File: src/rtl/olid_pkg.sv
// Shared types and codes for the ordered list block.
package olid_pkg;

    localparam int CAPACITY_DEF = 16;

    localparam logic [1:0] CMD_INSERT = 2'd0;
    localparam logic [1:0] CMD_DELETE = 2'd1;
    localparam logic [1:0] CMD_READ   = 2'd2;

    localparam logic [1:0] ST_OK       = 2'd0;
    localparam logic [1:0] ST_BADPOS   = 2'd1;
    localparam logic [1:0] ST_NOTFOUND = 2'd2;
    localparam logic [1:0] ST_FULL     = 2'd3;

    typedef struct packed {
        logic [1:0]          cmd;
        logic [4:0]          position;
        logic signed [31:0]  value;
    } t_in_item;

    typedef struct packed {
        logic [1:0]          status;
        logic signed [31:0]  read_value;
        logic [4:0]          entry_count;
    } t_out_item;

    // Broadcast from the controller to every cell of the row.
    typedef struct packed {
        logic                ins_en;
        logic                del_en;
        logic                rd_en;
        logic [4:0]          pos_m1;
        logic signed [31:0]  value;
    } t_cell_ctl;

endpackage

File: src/rtl/ordered_list_insert_delete.sv
// Top level of the ordered list: a row of entry cells with a registered result.
//
//   Channel   Direction   Handshake                     Payload
//   input     in          i_in_valid / o_in_stall       i_in_item  (t_in_item)
//   output    out         o_out_valid / i_out_stall     o_out_item (t_out_item)
//
// All cells shift, match or select in parallel and the result is registered at
// the accepting edge, so a new item is taken each cycle while the output is not
// stalled. The delete match ripples along the row of cells within that cycle.
// Reset clears the count and the result valid; cell contents are not cleared.
// A stalled result holds, and the input is stalled only while it does.
module ordered_list_insert_delete #(
    parameter int CAPACITY = olid_pkg::CAPACITY_DEF
) (
    input  logic                i_clk,
    input  logic                i_rst_n,
    input  logic                i_in_valid,
    output logic                o_in_stall,
    input  olid_pkg::t_in_item  i_in_item,
    output logic                o_out_valid,
    input  logic                i_out_stall,
    output olid_pkg::t_out_item o_out_item
);
    import olid_pkg::*;

    localparam int CW = $clog2(CAPACITY + 1);

    logic               accept;
    logic [CW-1:0]      r_count;
    logic [CW-1:0]      n_count;
    logic               r_out_valid;
    t_out_item          r_out_item;
    t_out_item          result;
    t_cell_ctl          ctl;

    logic signed [31:0] cell_value [CAPACITY];
    logic               found_chain [CAPACITY+1];
    logic signed [31:0] rd_chain [CAPACITY+1];

    assign o_in_stall  = r_out_valid && i_out_stall;
    assign accept      = i_in_valid && !o_in_stall;
    assign o_out_valid = r_out_valid;
    assign o_out_item  = r_out_item;

    assign found_chain[0] = 1'b0;
    assign rd_chain[0]    = '0;

    for (genvar k = 0; k < CAPACITY; k++) begin : g_cell
        logic signed [31:0] left_value;
        logic signed [31:0] right_value;

        if (k == 0) begin : g_first
            assign left_value = '0;
        end else begin : g_inner_l
            assign left_value = cell_value[k-1];
        end
        if (k == CAPACITY - 1) begin : g_last
            assign right_value = '0;
        end else begin : g_inner_r
            assign right_value = cell_value[k+1];
        end

        olid_cell #(
            .IDX (k),
            .CW  (CW)
        ) u_cell (
            .i_clk         (i_clk),
            .i_ctl         (ctl),
            .i_count       (r_count),
            .i_left_value  (left_value),
            .i_right_value (right_value),
            .i_found       (found_chain[k]),
            .o_found       (found_chain[k+1]),
            .i_rd          (rd_chain[k]),
            .o_rd          (rd_chain[k+1]),
            .o_value       (cell_value[k])
        );
    end

    olid_ctrl #(
        .CAPACITY (CAPACITY),
        .CW       (CW)
    ) u_ctrl (
        .i_accept     (accept),
        .i_item       (i_in_item),
        .i_count      (r_count),
        .i_found      (found_chain[CAPACITY]),
        .i_rd_value   (rd_chain[CAPACITY]),
        .o_ctl        (ctl),
        .o_count_next (n_count),
        .o_result     (result)
    );

    always_ff @(posedge i_clk) begin
        if (!i_rst_n) begin
            r_count     <= '0;
            r_out_valid <= 1'b0;
        end else begin
            if (accept) begin
                r_count <= n_count;
            end
            if (accept) begin
                r_out_valid <= 1'b1;
            end else if (!i_out_stall) begin
                r_out_valid <= 1'b0;
            end
        end
    end

    always_ff @(posedge i_clk) begin
        if (accept) begin
            r_out_item <= result;
        end
    end

endmodule

File: src/rtl/olid_cell.sv
// One list cell: holds one entry, matches, and shifts with its neighbors.
module olid_cell #(
    parameter int IDX = 0,
    parameter int CW  = 5
) (
    input  logic                  i_clk,
    input  olid_pkg::t_cell_ctl   i_ctl,
    input  logic [CW-1:0]         i_count,
    input  logic signed [31:0]    i_left_value,
    input  logic signed [31:0]    i_right_value,
    input  logic                  i_found,
    output logic                  o_found,
    input  logic signed [31:0]    i_rd,
    output logic signed [31:0]    o_rd,
    output logic signed [31:0]    o_value
);
    import olid_pkg::*;

    localparam bit          LOW  = (IDX < 32);
    localparam logic [4:0]  IDX5 = 5'(IDX);
    localparam logic [CW:0] IDXC = (CW+1)'(IDX);

    logic signed [31:0] r_value;
    logic signed [31:0] n_value;
    logic               live;
    logic               hit;
    logic               after;

    assign live  = {1'b0, i_count} > IDXC;
    assign hit   = LOW && (i_ctl.pos_m1 == IDX5);
    assign after = !LOW || (IDX5 > i_ctl.pos_m1);

    // The found flag ripples right: on a delete, the matching cell and every later
    // cell pull their right neighbor in to close the gap.
    assign o_found = i_found | (live && (r_value == i_ctl.value));
    assign o_rd    = i_rd | ((i_ctl.rd_en && hit) ? r_value : '0);
    assign o_value = r_value;

    always_comb begin
        n_value = r_value;
        priority if (i_ctl.ins_en) begin
            if (hit) begin
                n_value = i_ctl.value;
            end else if (after) begin
                n_value = i_left_value;
            end
        end else if (i_ctl.del_en && o_found) begin
            n_value = i_right_value;
        end else begin
            n_value = r_value;
        end
    end

    always_ff @(posedge i_clk) begin
        r_value <= n_value;
    end

endmodule

File: src/rtl/olid_ctrl.sv
// Command decode, bound checks, next count and result assembly.
module olid_ctrl #(
    parameter int CAPACITY = olid_pkg::CAPACITY_DEF,
    parameter int CW       = 5
) (
    input  logic                 i_accept,
    input  olid_pkg::t_in_item   i_item,
    input  logic [CW-1:0]        i_count,
    input  logic                 i_found,
    input  logic signed [31:0]   i_rd_value,
    output olid_pkg::t_cell_ctl  o_ctl,
    output logic [CW-1:0]        o_count_next,
    output olid_pkg::t_out_item  o_result
);
    import olid_pkg::*;

    localparam int PW = ((CW > 5) ? CW : 5) + 1;

    logic [PW-1:0] pos_w;
    logic [PW-1:0] cnt_w;
    logic          ins_pos_ok;
    logic          full;
    logic          rd_ok;

    assign pos_w      = PW'(i_item.position);
    assign cnt_w      = PW'(i_count);
    assign ins_pos_ok = (i_item.position != 5'd0) && (pos_w <= cnt_w + PW'(1));
    assign full       = cnt_w >= PW'(CAPACITY);
    assign rd_ok      = (i_item.position != 5'd0) && (pos_w <= cnt_w);

    // Cell controls depend only on the command and the count, never on the
    // cells' own outputs.
    always_comb begin
        o_ctl        = '0;
        o_ctl.pos_m1 = i_item.position - 5'd1;
        o_ctl.value  = i_item.value;
        o_ctl.ins_en = i_accept && (i_item.cmd == CMD_INSERT) && ins_pos_ok && !full;
        o_ctl.del_en = i_accept && (i_item.cmd == CMD_DELETE);
        o_ctl.rd_en  = (i_item.cmd == CMD_READ) && rd_ok;
    end

    always_comb begin
        o_count_next        = i_count;
        o_result.status     = ST_OK;
        o_result.read_value = '0;
        unique case (i_item.cmd)
            CMD_INSERT: begin
                if (!ins_pos_ok) begin
                    o_result.status = ST_BADPOS;
                end else if (full) begin
                    o_result.status = ST_FULL;
                end else begin
                    o_count_next = i_count + CW'(1);
                end
            end
            CMD_DELETE: begin
                if (!i_found) begin
                    o_result.status = ST_NOTFOUND;
                end else begin
                    o_count_next = i_count - CW'(1);
                end
            end
            CMD_READ: begin
                if (!rd_ok) begin
                    o_result.status = ST_BADPOS;
                end else begin
                    o_result.read_value = i_rd_value;
                end
            end
            default: begin
                o_result.status = ST_BADPOS;
            end
        endcase
        o_result.entry_count = 5'(o_count_next);
    end

endmodule

File: config.mk
export PLATFORM = sky130hd
export DESIGN_NAME = ordered_list_insert_delete
export DESIGN_NICKNAME = d
export VERILOG_FILES = /design/src/rtl/olid_pkg.sv /design/src/rtl/ordered_list_insert_delete.sv /design/src/rtl/olid_cell.sv /design/src/rtl/olid_ctrl.sv
export SDC_FILE = /design/constraint.sdc
export NUM_CORES = 2
export LEC_CHECK = 0
export BUFFER_PORTS_ARGS = -buffer_cell sky130_fd_sc_hd__buf_2
export CAP_MARGIN = 20
export CORE_MARGIN = 2
export CORE_UTILIZATION = 23
export DETAILED_ROUTE_END_ITERATION = 12
export PLACE_DENSITY = 0.46
export SYNTH_ARGS = -nofsm -noshare
export SYNTH_HDL_FRONTEND = slang
export SYNTH_HIERARCHICAL = 1
export SYNTH_SLANG_ARGS = --single-unit
File: constraint.sdc
create_clock -name i_clk -period 8.55 [get_ports i_clk]
set_clock_uncertainty 0.05 [all_clocks]
set_input_delay 0.4275 -clock i_clk [delete_from_list [all_inputs] [get_ports i_clk]]
set_output_delay 0.4275 -clock i_clk [all_outputs]
set_load 0.05 [all_outputs]
==> summary.txt <==
Critical path
  – Most frequent CP cell: inv_1
  – Crit path DAT: roughly 6.8 ns
  – Worst Setup End Kind: flop
  – Setup slack, reg-to-reg: around 2.3 ns
  – CP max stage cell: or4_1
  – Worst r2r src: r_count[2]$_SDFFE_PN0P_
  – Crit path required time: 9.07 ns
  – Startpoint types: flop
  – Reg-to-reg endpoint: r_count[4]$_SDFFE_PN0P_
  – Crit-path max FO: 13
  – R2r worst-path depth: 31
  – Critical path's largest stage delay: between 0.5 and 0.6 ns
  – Worst setup path class: reg2reg

Floorplan
  – Die footprint: approximately 180000 um^2
  – Die W: between 400 and 500 um
  – Ports: between 80 and 90
  – Chip height: between 400 and 500 um
  – Starting Density: 23.2%
  – Core Footprint: around 170000 um^2
  – Row count: approximately 150

Timing
  – Fin crit share: about three quarters
  – Hold Worst Slack: approximately 0.07 ns
  – Final Hold Violating Endpoints: 0
  – F_max: between 150 and 200 MHz
  – Worst slew pin tran: 1.12 ns
  – Min Tclk post-route: approximately 6.3 ns
  – Fin Setup TNS: 0 ns
  – Headroom to the max-slew limit: 25.4%
  – Final setup vio count: 0
  – RSZ-0062 raised after global routing: false
  – Max-slew violation count: 0

Clock network
  – Total CTS buffers: 69
  – Clk slew on worst S/H paths: 0.06 ns
  – CTS resizes: 0
  – CTS tree: done
  – CTS root buffer: clkbuf_16
  – CTS Sinks: 557
  – Worst-Skew Late Latency: ~0.66 ns
  – H-tree depth: 3
  – Clk buf depth: 3

Route
  – Vias per cell: about 5
  – Antenna-violating nets left: 0
  – # DRC: 0
  – Final WL: between 150000 and 200000 um
  – Routed vias: 31600
  – Initial DRC count: 3595
  – Drt wl/cell: 26.3 um
  – Drt first pass iters: 6

GRT
  – Initial antenna violation count: 1
  – Largest net degree at the start of global routing: 200
  – GRT Resource Usage Total: 18.5%
  – Vias in the first global route: around 30000
  – First-pass GRT wire length: between 200000 and 250000 um
  – Remaining Overflow, GRT: 0

Synth
  – Synth Register Bits: about 560
  – EDFF count, synth: 551
  – Mean Syn Cell Area: 10.1 um^2
  – Ys Warns: 6
  – Synth unique cells: 89
  – Syn Inst Count: 3934
  – Synthesized area: approximately 40000 um^2
  – Top FF cell, synth: edfxtp_1
  – Count leader, synth: edfxtp_1
  – Top post-synthesis cells by count: edfxtp_1, nor2_1, a21oi_1
  – Register area share after synthesis: between 40% and 50%
  – FFs w/ async S/R, synth: 0%
  – Synth top area share: 41.5%
  – Cell taking the most area after synthesis: edfxtp_1
  – Synth area leaders: edfxtp_1, mux2i_1, a21o_1

Pwr
  – Power per cell area: 163 nW/um^2
  – Leak pwr: approximately 19 nW
  – IR drop worst, VDD: about 0.12 mV

Final layout
  – Area Overhead vs Synth: 12.7%
  – Diode count: 0
  – Nets: about 4000
  – Fill cell total of the finished layout: between 15000 and 20000
  – Multi-input logic area: between 20000 and 25000 um^2
  – Sequential cell area: roughly 17000 um^2
  – Final core utilization: between 20% and 30%
  – Share of cells above drive strength 1: 8.59%

Outcome
  – Status: finished, final reports clean

Worst hold path
  – Hold path endpoint: o_out_valid$_SDFFE_PN0P_
  – Hold crit path type: in2reg
  – Hold Path Depth: 2
  – Min-delay src: i_rst_n

Place
  – Gp weighted congestion: 0.906
  – Port Buffers: 83
  – Post-DP HPWL: 119000 um

Job
  – Max-cap violations: 0
## sequential cells by signal, summed over array words and instances, names as in the netlist
register               cells
o_out_valid                1
g_cell.u_cell/o_value    512
o_out_item                39
r_count                    5
## area by class of cell
class                           instances  share of cell area [%]
Clock buffer                           89                    4.08
Clock inverter                         32                   0.772
Inverter                               60                   0.505
Multi-Input combinational cell       3147                    48.4
Sequential cell                       557                    37.1
Tap cell                             2310                    6.44
Timing Repair Buffer                  177                    2.63
## worst max path at each step
stage                                        from                  endpoint  slack (ns)  cells after the start
after global placement              i_in_item[32]  o_out_item[14]$_DFFE_PP_        1.98                     28
after global routing      r_count[2]$_SDFFE_PN0P_   r_count[4]$_SDFFE_PN0P_        1.98                     31
after floorplan                     i_in_item[32]  o_out_item[20]$_DFFE_PP_        2.22                     25
after detailed placement            i_in_item[32]  o_out_item[14]$_DFFE_PP_        1.99                     28
final                     r_count[2]$_SDFFE_PN0P_   r_count[4]$_SDFFE_PN0P_        2.26                     31
after CTS                 r_count[2]$_SDFFE_PN0P_   r_count[4]$_SDFFE_PN0P_        2.43                     31
## metal layers
metal / vias up / wire, um / global-route usage (%)
li1: 14500 / - / -
met1: 15700 / 75200 / 25.8
met2: 1178 / 76200 / 29.1
met3: 246 / 8730 / 1.88
met4: 0 / 7690 / 7.41
met5: - / 0 / 0
## power breakdown
| group | internal, mW | leakage, nW | switching [mW] | total, mW |
|---|---|---|---|---|
| clock | 1.72 | 1.06 | 1.29 | 3.01 |
| sequential | 3.09 | 5.09 | 0.105 | 3.20 |
| combinational | 0.380 | 12.5 | 0.743 | 1.12 |
| total | 5.20 | 18.6 | 2.14 | 7.34 |
## stage by stage
stage	cells	total power [mW]	cell area (um^2)	setup slack (ns)
final	6372	7.34	44900	2.26
after global routing	6372	7.56	44900	1.98
after CTS	6372	7.38	44900	2.43
after detailed placement	6250	4.36	42700	1.99
after global placement	6249	4.35	42700	1.98
after floorplan	4031	3.96	40200	2.22
## critical path, delay by kind of cell, from the launching register on
family | cells | cell delay (ns)
AOI/OAI and AO/OA | 9 | 2.03
muxes | 1 | 0.17
DFF | 1 | 0.45
buffers and inverters | 7 | 0.86
and+or+nand+nor | 14 | 2.65
## layout by cell type (no fill, tap or decap), types with 8 or more instances in the layout
| cell type | synthesis | layout |
|---|---|---|
| edfxtp_1 | 551 | 551 |
| nor2_1 | 548 | 548 |
| a21oi_1 | 536 | 536 |
| a21o_1 | 515 | 514 |
| mux2i_1 | 507 | 507 |
| xnor2_1 | 303 | 303 |
| xor2_1 | 183 | 181 |
| conb_1 | 1 | 98 |
| buf_4 | 67 | 89 |
| nand4_1 | 86 | 86 |
| buf_2 | 30 | 83 |
| clkbuf_16 | 0 | 70 |
| inv_1 | 54 | 54 |
| nor4_1 | 53 | 53 |
| nand2_1 | 44 | 42 |
| and2_1 | 42 | 34 |
| nand2b_1 | 21 | 21 |
| nor3_1 | 20 | 20 |
| clkbuf_1 | 103 | 18 |
| nand3_1 | 15 | 15 |
| clkinv_1 | 0 | 14 |
| ha_1 | 14 | 14 |
| o21ai_0 | 15 | 11 |
| o22ai_1 | 11 | 11 |
| and2_2 | 0 | 8 |
| a31oi_1 | 8 | 8 |
## repair_timing
item                                   4_1_cts  5_1_grt
endpoints found under the hold margin        1        0
setup buffers                                0        0
hold buffers                                 1        0
## kinds of logic after synthesis
family | share of synthesized area (%)
AO/OA/AOI/OAI | 18.4
adder cells (fa/ha/maj) | 0.440
AND/OR/NAND/NOR | 10.9
multiplexers | 12.7
flip-flops | 41.8
XOR/XNOR | 10.7
other | 0.00941
buffers and inverters | 4.95
Power figures use the tool's default switching activity.
